**src/mlpd_pkg.sv**
```systemverilog
package mlpd_pkg;

   localparam int unsigned HeaderLen   = 8;
   localparam int unsigned CountBits   = 3;
   localparam int unsigned HeaderBits  = 56;
   localparam int unsigned MaxLenBits  = 31;
   localparam int unsigned CsrIdxBits  = 2;
   localparam int unsigned CsrDataBits = 32;

   localparam logic [31:0] MagicReset  = 32'h5443_504D;
   localparam logic [MaxLenBits-1:0] MaxLenReset = 31'h7FFF_FFFF;

   localparam logic [CountBits-1:0] LastHeaderCount = CountBits'(HeaderLen - 1);

   localparam logic [CsrIdxBits-1:0] CsrMagicWord  = 2'd0;
   localparam logic [CsrIdxBits-1:0] CsrMaxLength  = 2'd1;

   typedef enum logic [1:0] {
      KindPayload   = 2'd0,
      KindEmpty     = 2'd1,
      KindBadMagic  = 2'd2,
      KindBadLength = 2'd3
   } kind_type;

   typedef struct packed {
      logic [7:0] out_byte;
      logic       out_last;
      kind_type   out_kind;
   } result_type;

endpackage

```
**src/mlpd_if.sv**
```systemverilog
interface mlpd_req_if;
   logic       valid;
   logic       ready;
   logic [7:0] in_byte;

   modport source (output valid, output in_byte, input ready);
   modport sink   (input valid, input in_byte, output ready);
endinterface

interface mlpd_rsp_if;
   logic       valid;
   logic       ready;
   logic [7:0] out_byte;
   logic       out_last;
   logic [1:0] out_kind;

   modport source (output valid, output out_byte, output out_last, output out_kind,
                   input ready);
   modport sink   (input valid, input out_byte, input out_last, input out_kind,
                   output ready);
endinterface

interface mlpd_csr_if;
   logic        valid;
   logic        ready;
   logic [1:0]  index;
   logic [31:0] data;

   modport source (output valid, output index, output data, input ready);
   modport sink   (input valid, input index, input data, output ready);
endinterface

```
**src/mlpd_in_stage.sv**
```systemverilog
module mlpd_in_stage (
   input  logic       clock,
   input  logic       reset,
   input  logic       load,
   input  logic [7:0] load_byte,
   input  logic       take,
   output logic       word_valid,
   output logic [7:0] word_byte
);
   logic       valid_ff, valid_in;
   logic [7:0] byte_ff, byte_in;

   always_comb begin
      valid_in = valid_ff;
      byte_in  = byte_ff;
      if (take) begin
         valid_in = 1'b0;
      end
      if (load) begin
         valid_in = 1'b1;
         byte_in  = load_byte;
      end
   end

   always_ff @(posedge clock) begin
      if (reset) begin
         valid_ff <= 1'b0;
      end else begin
         valid_ff <= valid_in;
      end
      byte_ff <= byte_in;
   end

   assign word_valid = valid_ff;
   assign word_byte  = byte_ff;
endmodule

```
**src/mlpd_parser.sv**
```systemverilog
module mlpd_parser #(
   parameter int unsigned LENGTH_BITS = 31
) (
   input  logic                     clock,
   input  logic                     reset,
   input  logic                     step,
   input  logic [7:0]               in_byte,
   input  logic [31:0]              magic_word,
   input  logic [mlpd_pkg::MaxLenBits-1:0] max_length,
   output logic                     res_valid,
   output mlpd_pkg::result_type     res
);
   import mlpd_pkg::*;

   localparam logic [MaxLenBits-1:0] LenOverMask =
      ~((MaxLenBits'(1) << LENGTH_BITS) - MaxLenBits'(1));

   logic                   in_payload_ff, in_payload_in;
   logic [CountBits-1:0]   header_count_ff, header_count_in;
   logic [HeaderBits-1:0]  header_bytes_ff, header_bytes_in;
   logic [LENGTH_BITS-1:0] bytes_left_ff, bytes_left_in;

   logic [31:0] magic;
   logic [31:0] len;
   logic        last;
   logic        len_bad;

   assign magic   = header_bytes_ff[HeaderBits-1 -: 32];
   assign len     = {header_bytes_ff[23:0], in_byte};
   assign last    = (bytes_left_ff <= LENGTH_BITS'(1));
   assign len_bad = len[31] || (len[MaxLenBits-1:0] > max_length)
                    || ((len[MaxLenBits-1:0] & LenOverMask) != '0);

   always_comb begin
      in_payload_in   = in_payload_ff;
      header_count_in = header_count_ff;
      header_bytes_in = header_bytes_ff;
      bytes_left_in   = bytes_left_ff;
      res_valid       = 1'b0;
      res.out_byte    = 8'd0;
      res.out_last    = 1'b0;
      res.out_kind    = KindPayload;

      if (in_payload_ff) begin
         res_valid    = 1'b1;
         res.out_byte = in_byte;
         res.out_last = last;
         if (last) begin
            in_payload_in = 1'b0;
            bytes_left_in = '0;
         end else begin
            bytes_left_in = bytes_left_ff - LENGTH_BITS'(1);
         end
      end else if (header_count_ff != LastHeaderCount) begin
         header_bytes_in = {header_bytes_ff[HeaderBits-9:0], in_byte};
         header_count_in = header_count_ff + CountBits'(1);
      end else begin
         header_count_in = '0;
         res_valid       = 1'b1;
         if (magic != magic_word) begin
            res.out_kind = KindBadMagic;
         end else if (len_bad) begin
            res.out_kind = KindBadLength;
         end else if (len == 32'd0) begin
            res.out_kind = KindEmpty;
            res.out_last = 1'b1;
         end else begin
            res_valid     = 1'b0;
            in_payload_in = 1'b1;
            bytes_left_in = len[LENGTH_BITS-1:0];
         end
      end
   end

   always_ff @(posedge clock) begin
      if (reset) begin
         in_payload_ff   <= 1'b0;
         header_count_ff <= '0;
         bytes_left_ff   <= '0;
      end else if (step) begin
         in_payload_ff   <= in_payload_in;
         header_count_ff <= header_count_in;
         bytes_left_ff   <= bytes_left_in;
      end
      if (step) begin
         header_bytes_ff <= header_bytes_in;
      end
   end

`ifndef ASSERT_OFF
   a_payload_no_count: assert property (@(posedge clock) disable iff (reset)
      in_payload_ff |-> header_count_ff == '0)
      else $error("header count nonzero in payload");

   a_payload_left: assert property (@(posedge clock) disable iff (reset)
      in_payload_ff |-> bytes_left_ff != '0)
      else $error("payload with no bytes left");

   a_header_silent: assert property (@(posedge clock) disable iff (reset)
      !in_payload_ff && header_count_ff != LastHeaderCount |-> !res_valid)
      else $error("result during header gather");

   a_enter_payload: assert property (@(posedge clock) disable iff (reset)
      step && !in_payload_ff && in_payload_in |=> in_payload_ff && header_count_ff == '0)
      else $error("payload entry lost");
`endif
endmodule

```
**src/mlpd_out_stage.sv**
```systemverilog
module mlpd_out_stage (
   input  logic                 clock,
   input  logic                 reset,
   input  logic                 load,
   input  mlpd_pkg::result_type load_res,
   input  logic                 sink_ready,
   output logic                 free,
   output logic                 word_valid,
   output mlpd_pkg::result_type word_res
);
   import mlpd_pkg::*;

   logic       valid_ff, valid_in;
   result_type res_ff, res_in;

   assign free = !valid_ff || sink_ready;

   always_comb begin
      valid_in = valid_ff;
      res_in   = res_ff;
      if (valid_ff && sink_ready) begin
         valid_in = 1'b0;
      end
      if (load) begin
         valid_in = 1'b1;
         res_in   = load_res;
      end
   end

   always_ff @(posedge clock) begin
      if (reset) begin
         valid_ff <= 1'b0;
      end else begin
         valid_ff <= valid_in;
      end
      res_ff <= res_in;
   end

   assign word_valid = valid_ff;
   assign word_res   = res_ff;
endmodule

```
**src/magic_length_prefixed_deframer.sv**
```systemverilog
// A word accepted on req passes through the input register and then the result register before it appears on rsp.
// Throughput: one word per cycle while rsp takes results; the first seven header words and a header word
// that opens a payload give no result, so rsp carries at most one word per input.
// Input register and result register each hold one word; req stalls only when both are full.
// Reset (synchronous, active high) returns to header hunt and restores both
// registers: magic word 0x5443504D, max length 0x7FFFFFFF.
module magic_length_prefixed_deframer #(
   parameter int unsigned LENGTH_BITS = 31
) (
   input  logic       clock,
   input  logic       reset,
   mlpd_req_if.sink   req_chan,
   mlpd_rsp_if.source rsp_chan,
   mlpd_csr_if.sink   csr_chan
);
   import mlpd_pkg::*;

   logic [31:0]           magic_word_ff;
   logic [MaxLenBits-1:0] max_length_ff;

   logic       in_valid;
   logic [7:0] in_byte;
   logic       out_free;
   logic       step;
   logic       res_valid;
   result_type res;
   result_type out_res;
   logic       out_valid;

   assign step           = in_valid && out_free;
   assign req_chan.ready = !in_valid || step;
   assign csr_chan.ready = 1'b1;

   always_ff @(posedge clock) begin
      if (reset) begin
         magic_word_ff <= MagicReset;
         max_length_ff <= MaxLenReset;
      end else if (csr_chan.valid) begin
         case (csr_chan.index)
            CsrMagicWord: magic_word_ff <= csr_chan.data;
            CsrMaxLength: max_length_ff <= csr_chan.data[MaxLenBits-1:0];
            default: ;
         endcase
      end
   end

   mlpd_in_stage u_in (
      .clock      (clock),
      .reset      (reset),
      .load       (req_chan.valid && req_chan.ready),
      .load_byte  (req_chan.in_byte),
      .take       (step),
      .word_valid (in_valid),
      .word_byte  (in_byte)
   );

   mlpd_parser #(.LENGTH_BITS(LENGTH_BITS)) u_parser (
      .clock      (clock),
      .reset      (reset),
      .step       (step),
      .in_byte    (in_byte),
      .magic_word (magic_word_ff),
      .max_length (max_length_ff),
      .res_valid  (res_valid),
      .res        (res)
   );

   mlpd_out_stage u_out (
      .clock      (clock),
      .reset      (reset),
      .load       (step && res_valid),
      .load_res   (res),
      .sink_ready (rsp_chan.ready),
      .free       (out_free),
      .word_valid (out_valid),
      .word_res   (out_res)
   );

   assign rsp_chan.valid    = out_valid;
   assign rsp_chan.out_byte = out_res.out_byte;
   assign rsp_chan.out_last = out_res.out_last;
   assign rsp_chan.out_kind = out_res.out_kind;

`ifndef ASSERT_OFF
   a_empty_last: assert property (@(posedge clock) disable iff (reset)
      out_valid && out_res.out_kind == KindEmpty |-> out_res.out_last)
      else $error("empty message without last");

   a_status_clean: assert property (@(posedge clock) disable iff (reset)
      out_valid && (out_res.out_kind == KindBadMagic || out_res.out_kind == KindBadLength)
      |-> !out_res.out_last && out_res.out_byte == 8'd0)
      else $error("status word carries data");

   a_no_drop: assert property (@(posedge clock) disable iff (reset)
      in_valid && !out_free |=> in_valid && $stable(in_byte))
      else $error("input word lost while output full");
`endif
endmodule

```
**src/flat_wrapper.sv**
```systemverilog
// flat-port wrapper written by rule: the top's interface ports become plain ports
module magic_length_prefixed_deframer_flat import mlpd_pkg::*;
#(
   parameter int unsigned LENGTH_BITS = 31
)
  (clock, reset, req_chan_valid, req_chan_in_byte, req_chan_ready, rsp_chan_valid, rsp_chan_out_byte, rsp_chan_out_last, rsp_chan_out_kind, rsp_chan_ready, csr_chan_valid, csr_chan_index, csr_chan_data, csr_chan_ready);
  mlpd_req_if req_chan_i ();
  mlpd_rsp_if rsp_chan_i ();
  mlpd_csr_if csr_chan_i ();
  input  logic clock;
  input  logic reset;
  input wire logic [$bits(req_chan_i.valid)-1:0] req_chan_valid;
  input wire logic [$bits(req_chan_i.in_byte)-1:0] req_chan_in_byte;
  output wire logic [$bits(req_chan_i.ready)-1:0] req_chan_ready;
  output wire logic [$bits(rsp_chan_i.valid)-1:0] rsp_chan_valid;
  output wire logic [$bits(rsp_chan_i.out_byte)-1:0] rsp_chan_out_byte;
  output wire logic [$bits(rsp_chan_i.out_last)-1:0] rsp_chan_out_last;
  output wire logic [$bits(rsp_chan_i.out_kind)-1:0] rsp_chan_out_kind;
  input wire logic [$bits(rsp_chan_i.ready)-1:0] rsp_chan_ready;
  input wire logic [$bits(csr_chan_i.valid)-1:0] csr_chan_valid;
  input wire logic [$bits(csr_chan_i.index)-1:0] csr_chan_index;
  input wire logic [$bits(csr_chan_i.data)-1:0] csr_chan_data;
  output wire logic [$bits(csr_chan_i.ready)-1:0] csr_chan_ready;
  assign req_chan_i.valid = req_chan_valid;
  assign req_chan_i.in_byte = req_chan_in_byte;
  assign req_chan_ready = req_chan_i.ready;
  assign rsp_chan_valid = rsp_chan_i.valid;
  assign rsp_chan_out_byte = rsp_chan_i.out_byte;
  assign rsp_chan_out_last = rsp_chan_i.out_last;
  assign rsp_chan_out_kind = rsp_chan_i.out_kind;
  assign rsp_chan_i.ready = rsp_chan_ready;
  assign csr_chan_i.valid = csr_chan_valid;
  assign csr_chan_i.index = csr_chan_index;
  assign csr_chan_i.data = csr_chan_data;
  assign csr_chan_ready = csr_chan_i.ready;
  magic_length_prefixed_deframer #(.LENGTH_BITS(LENGTH_BITS)) u_core (.clock(clock), .reset(reset), .req_chan(req_chan_i), .rsp_chan(rsp_chan_i), .csr_chan(csr_chan_i));
endmodule
```
**config.mk**
```make
export PLATFORM = sky130hd
export DESIGN_NAME = magic_length_prefixed_deframer_flat
export DESIGN_NICKNAME = d
export VERILOG_FILES = /design/src/mlpd_pkg.sv /design/src/mlpd_if.sv /design/src/mlpd_in_stage.sv /design/src/mlpd_parser.sv /design/src/mlpd_out_stage.sv /design/src/magic_length_prefixed_deframer.sv /design/src/flat_wrapper.sv
export SDC_FILE = /design/constraint.sdc
export NUM_CORES = 1
export LEC_CHECK = 0
export BUFFER_PORTS_ARGS = -buffer_cell sky130_fd_sc_hd__buf_2
export CELL_PAD_IN_SITES_DETAIL_PLACEMENT = 1
export CELL_PAD_IN_SITES_GLOBAL_PLACEMENT = 1
export CORE_MARGIN = 2
export CORE_UTILIZATION = 51
export DETAILED_ROUTE_END_ITERATION = 10
export PLACE_DENSITY = 0.87
export SLEW_MARGIN = 20
export SYNTH_ARGS = -nofsm -noshare
export SYNTH_HDL_FRONTEND = slang
export SYNTH_SLANG_ARGS = --single-unit
```
**constraint.sdc**
```tcl
create_clock -name clock -period 8.84 [get_ports clock]
set_input_delay 0.884 -clock clock [delete_from_list [all_inputs] [get_ports clock]]
set_output_delay 0.884 -clock clock [all_outputs]
set_load 0.01 [all_outputs]
```
# After elaboration in Yosys (flattened, before gate mapping)
# Cells that the tools add are included.
[totals] out_inout_bits=14 in_bits=47 register_bits=175 n_memories=0 romBits=0 latch_bits=0 wordCells=74 ram_bits=0
[classes] reduce_logical=20 n_addsub=2 n_lt_le_gt_ge=2 mul=0 n_mux=29 eq_ne=7 div=0 n_bitwise=1 shifts=0
[ops] operator="$mux 31" count=6
[ops] operator="$logic_not 32->1" count=1
[ops] operator="$ne 32x32->1" count=1
[ops] operator="$gt 31x31->1" count=1
[ops] operator="$le 31x1->1 const B" count=1
[ops] operator="$sub 31x1->31 const B" count=1
[ops] operator="$mux 1" count=18
[ops] operator="$mux 3" count=3
[ops] operator="$ne 2x2->1 const B" count=4
[ops] operator="$reduce_and 2->1" count=3
[ops] operator="$reduce_and 5->1" count=1
[ops] operator="$logic_and 1x1->1" count=4
[ops] operator="$mux 2" count=2
[ops] operator="$reduce_bool 2->1" count=2
[ops] operator="$add 3x1->3 const B" count=1
[ops] operator="$logic_or 1x1->1" count=3
[ops] operator="$ne 3x3->1 const B" count=1
[ops] operator="$reduce_and 3->1" count=1
[ops] operator="$reduce_or 3->1" count=1
[ops] operator="$eq 2x1->1 const B" count=1
[ops] operator="$logic_not 1->1" count=2
[ops] operator="$logic_not 2->1" count=1
[ops] operator="$reduce_or 2->1" count=1
[ops] operator="$not 1->1" count=1

# Depth between registers and ports, before layout
[depth] depth_word=8 depth_mapped=11 ltp_nobuf=9

# Cells and area by module
# From an unflattened synthesis, not the netlist that was laid out.
[unflattened] hier_cells=852 hier_area_um2=8669.6
[by_module_without_submodules] module="mlpd_parser" cells_each=556 area_each_um2=5377.7 n_inst=1 seq_area_each_um2=2382.3
[by_module_without_submodules] module="magic_length_prefixed_deframer" cells_each=269 area_each_um2=2636.3 n_inst=1 seq_area_each_um2=1261.2
[by_module_without_submodules] module="mlpd_out_stage" cells_each=15 area_each_um2=376.6 n_inst=1 seq_area_each_um2=350.3
[by_module_without_submodules] module="mlpd_in_stage" cells_each=12 area_each_um2=279.0 n_inst=1 seq_area_each_um2=260.2

# Least setup slack after synthesis
# No wires, ideal clock.
[synth_path] path_type="input to register" from="input port rsp_chan_ready" to="register u_core.u_parser.header_bytes_ff[0] (enable)" stages=4 setup_time_ns=0.541 setup_slack_ns=3.174 required_time_ns=8.299 t_arrival_ns=5.125 n_path_buf=1 cell_sequence="nand2b_1 -> nand2_1 -> clkbuf_1 -> nor3_1"
[synth_between] elab_chain_len=3
[synth_lines] item="start, declared" line="flat_wrapper.sv:19" rtl="input wire logic [$bits(rsp_chan_i.ready)-1:0] rsp_chan_ready;"
[synth_lines] item="$logic_or 1x1->1" line="mlpd_out_stage.sv:16" rtl="assign free = !valid_ff || sink_ready;"
[synth_lines] item="$logic_and 1x1->1" line="magic_length_prefixed_deframer.sv:30" rtl="assign step = in_valid && out_free;"
[synth_lines] item="$reduce_and 3->1 (no source line)"
[synth_lines] item="end signal, assigned" line="mlpd_parser.sv:86" rtl="header_bytes_ff <= header_bytes_in;"
[synth_lines] item="end, declared" line="mlpd_parser.sv:20" rtl="logic [HeaderBits-1:0] header_bytes_ff, header_bytes_in;"
# No other way between the ends.
# A chain may end at the register's enable or synchronous reset.

# Final worst setup path
[layout_path] from="register u_core.u_parser.header_bytes_ff[22]" to="register u_core.u_parser.bytes_left_ff[11]"
[layout_between] elab_chain_len=4 elab_cells_between_ends=6 classes_between="1 x order compare; 2 x eq/ne; 3 x reduce/logical"
[layout_lines] item="$gt 31x31->1" line="mlpd_parser.sv:31" rtl="assign len_bad = len[31] || (len[MaxLenBits-1:0] > max_length)"
[layout_lines] item="$logic_or 1x1->1" line="mlpd_parser.sv:31"
[layout_lines] item="$ne 2x2->1 (no source line)"
[layout_lines] item="$reduce_and 5->1 (no source line) *"
[layout_lines] item="end signal, assigned" line="mlpd_parser.sv:83" rtl="bytes_left_ff <= bytes_left_in;"
[layout_lines] item="end, declared" line="mlpd_parser.sv:21" rtl="logic [LENGTH_BITS-1:0] bytes_left_ff, bytes_left_in;"
# Every way passes the cells marked *; elsewhere a longest branch is shown, timed or not.

==> results.cfg <==
[power_and_ir_drop]
clockPowerShare = 0.429
vdd_ir_drop_max_uv = 189.9
intPower_uw = 1308
p_leak_uw = 0.003728
p_comb_frac = 0.064
p_seq_frac = 0.507
powerDensity_mw_per_mm2 = 190.0
p_sw_frac = 0.2588
p_switching_uw = 456.8

[setup_path]
crit_path_frequent_cell = nand4_1
path_class = register to register
crit_path_start_kind = register
cp.arrival_ps = 3880
r2r_end = u_core.u_parser.bytes_left_ff[11]
path_cells = ha_1 -> nand4_1 -> nor3_1 -> nand4_1 -> a311o_1 -> nand3_1 -> buf_4 -> nand2_1 -> a211oi_1
r2r_slack_ps = 5300
slowest_stage = edfxtp_1
worst_r2r_path_depth = 9
required_ps = 9180
crit_fanout = 21
max_stage_delay_ps = 570
r2r-start = u_core.u_parser.header_bytes_ff[22]
end_kind = register

[timing]
rsz0062_at_grt = no
period_share = 0.4008
holdWs_ps = 481.6
tns_ps = 0
slew_headroom = 0.3425
finalHoldViolCount = 0
fin_crit_ps = 3544
worst_pin_slew_ps = 977.2
fmax_mhz = 282.2
drv_slew = 0
clock_skew_ps = 10.84
fin_ws_ps = 5296
setup_viol = 0

[finish]
layoutNonFillerInstCount = 1112
fin_nets = 965
diodes = 0
drive_gt1_frac = 0.1384
area_delta_synth_final_pct = 11.89

[logic_synthesis]
async_reset_ff_frac = 0
synth.ff_latch_count = 175
synth_top_area_cell = edfxtp_1
synth_warnings = 0
synth.most_common_cell = nand2_1
synth_area_leaders = edfxtp_1, dfxtp_1, nand2_1
synth_nets = 932
synthesis.instances = 850
yosys.cell_types.count = 66
synth_area_sq_mm = 0.008302
yosys.area_share.simple = 0.1989
synthMuxAreaShare = 0.006029
synth_top_family_by_area = simple AND/OR/NAND/NOR gates
synth-seq-area-share = 0.5124
yosysTopAreaCellShare = 0.2713
ys.flop_type = dfxtp_1
synth-adder-area-share = 0.05275
synth_xor_area_frac = 0.04220
syn_avg_cell_area_sq_um = 9.767
synth-compound-area-share = 0.1406
synth_common_cells = nand2_1, dfxtp_1, edfxtp_1
synth-edff-count = 75

[drt]
drc = 0
routed_wire_length_per_instance_um = 24.85
ant_nets = 0
drt_iter0_markers = 580
vias_per_cell = 6.465
vias = 7189
wl_mm = 27.64
firstDrtPassIters = 5

[die]
die_h_um = 131.6
die-area_sq_mm = 0.01731
die_x_um = 131.6
start_util = 0.5226
num_rows = 46
coreArea_sq_mm = 0.01589
ios = 61

[min_path]
min_to = u_core.u_parser.header_bytes_ff[38]
min_from = u_core.u_parser.header_bytes_ff[30]
hold_class = register to register
min_path_cells = 0

[placement]
post-place-ws_ps = 5435
place_hpwl_mm = 18.61
dp.cells = 1080
gp_congestion = 0.8672
io_buffers = 59

[clocking]
cts_sinks = 175
cts_tree = yes
clk_latency_ps = 450
cts-htree-levels = 4
worst_setup_hold_path_clk_slew_ps = 70
cts_made_buffers = 17
clk_path_buf_depth = 2
cts_setup_buffers = 0
cts_hold_buf = 0
root_buffer = clkbuf_16
cts_resized = 0

[grt]
grt_antenna_before_repair = 0
grt_overflow = 0
grt_usage = 0.3284
grt_pass1_wl_mm = 43.81
grt_max_degree = 66
grt_pass1_vias = 7687

[outcome]
status = completed

[flow_run]
max_cap_violations = 0
## critical path: cells and delay by family, from the launching register on
family / cells / cell delay (ps)
buf+inv: 1 / 300
fa+ha+maj: 1 / 420
simple gates: 5 / 1330
flops: 1 / 570
compound gates: 2 / 810
## metrics by stage
step	total power, uW	area [sq um]	util
finish	1765	9289	0.5848
global route	1811	9289	0.5848
CTS	1765	9286	0.5846
detailed placement	1021	8710	0.5483
global placement	1008	8710	0.5483
floorplan	970.0	8302	-
## cell type report
class / instances / area [sq um]
fillers: 1804 / 6596
repair buffers: 67 / 355.3
inverters: 42 / 157.7
flip-flops and latches: 175 / 4254
clock buffers: 17 / 425.4
multi-input cells: 580 / 3675
clock inverters: 15 / 151.4
well taps: 216 / 270.3
## kinds of logic (layout without fill, tap and decap cells)
family                     after synthesis  count (layout)
buffers and inverters                   95             141
and+or+nand+nor                        323             323
other                                    1               1
AOI/OAI and AO/OA                      176             176
xor gates and xnor gates                40              40
adders and majority gates               35              35
DFF                                    175             175
muxes                                    5               5
## state kept, by name, indices dropped and copies added (netlist names), 3 cells and up
signal and count:
u_core.magic_word_ff 32, u_core.u_in.word_byte 8, u_core.u_parser.header_count_ff 3, u_core.u_parser.header_bytes_ff 56
u_core.u_parser.bytes_left_ff 31, u_core.max_length_ff 31, u_core.u_out.word_res 11
## power groups by stage
stage          Clock [uW]  Sequential [uW]  Combinational (uW)
3_3_place_gp            0              909                99.1
3_5_place_dp            0              912                 109
6_report              757              895                 114
2_1_floorplan           0              901                68.6
5_1_grt               790              896                 125
4_1_cts               759              894                 113
## placed cells by master (no fill, tap or decap), types with 6 or more instances in the layout
| master | count |
|---|---|
| o21ai_0 | 17 |
| or4_1 | 7 |
| inv_1 | 40 |
| ha_1 | 35 |
| nand4_1 | 22 |
| a21oi_1 | 60 |
| a32o_1 | 6 |
| nand2_1 | 133 |
| edfxtp_1 | 75 |
| nand3_1 | 29 |
| buf_4 | 8 |
| nor3_1 | 31 |
| o22ai_1 | 11 |
| o211ai_1 | 31 |
| a31oi_1 | 11 |
| nor4_1 | 16 |
| and2_1 | 9 |
| dfxtp_1 | 100 |
| clkbuf_16 | 17 |
| nor2_1 | 39 |
| xnor2_1 | 35 |
| buf_2 | 59 |
## worst max path at each step
stage / start / to / slack, ps / cells after the start
finish: u_core.u_parser.header_bytes_ff[22] / u_core.u_parser.bytes_left_ff[11] / 5300 / 9
global route: u_core.u_parser.header_bytes_ff[22] / u_core.u_parser.bytes_left_ff[10] / 5120 / 9
CTS: u_core.u_parser.header_bytes_ff[22] / u_core.u_parser.bytes_left_ff[11] / 5350 / 9
detailed placement: u_core.u_parser.header_bytes_ff[22] / u_core.u_parser.bytes_left_ff[12] / 5430 / 9
global placement: u_core.u_parser.header_bytes_ff[18] / u_core.u_parser.bytes_left_ff[25] / 5560 / 9
floorplan: rsp_chan_ready / u_core.u_parser.header_bytes_ff[0] / 3170 / 4
## routing by layer
metal / track usage / wire length [um]
met1: 0.3920 / 10820
met4: 0.1649 / 1244
met5: 0 / 0
met3: 0.05093 / 1539
met2: 0.5750 / 14040
No activity file was read; power rests on OpenSTA's default activity.
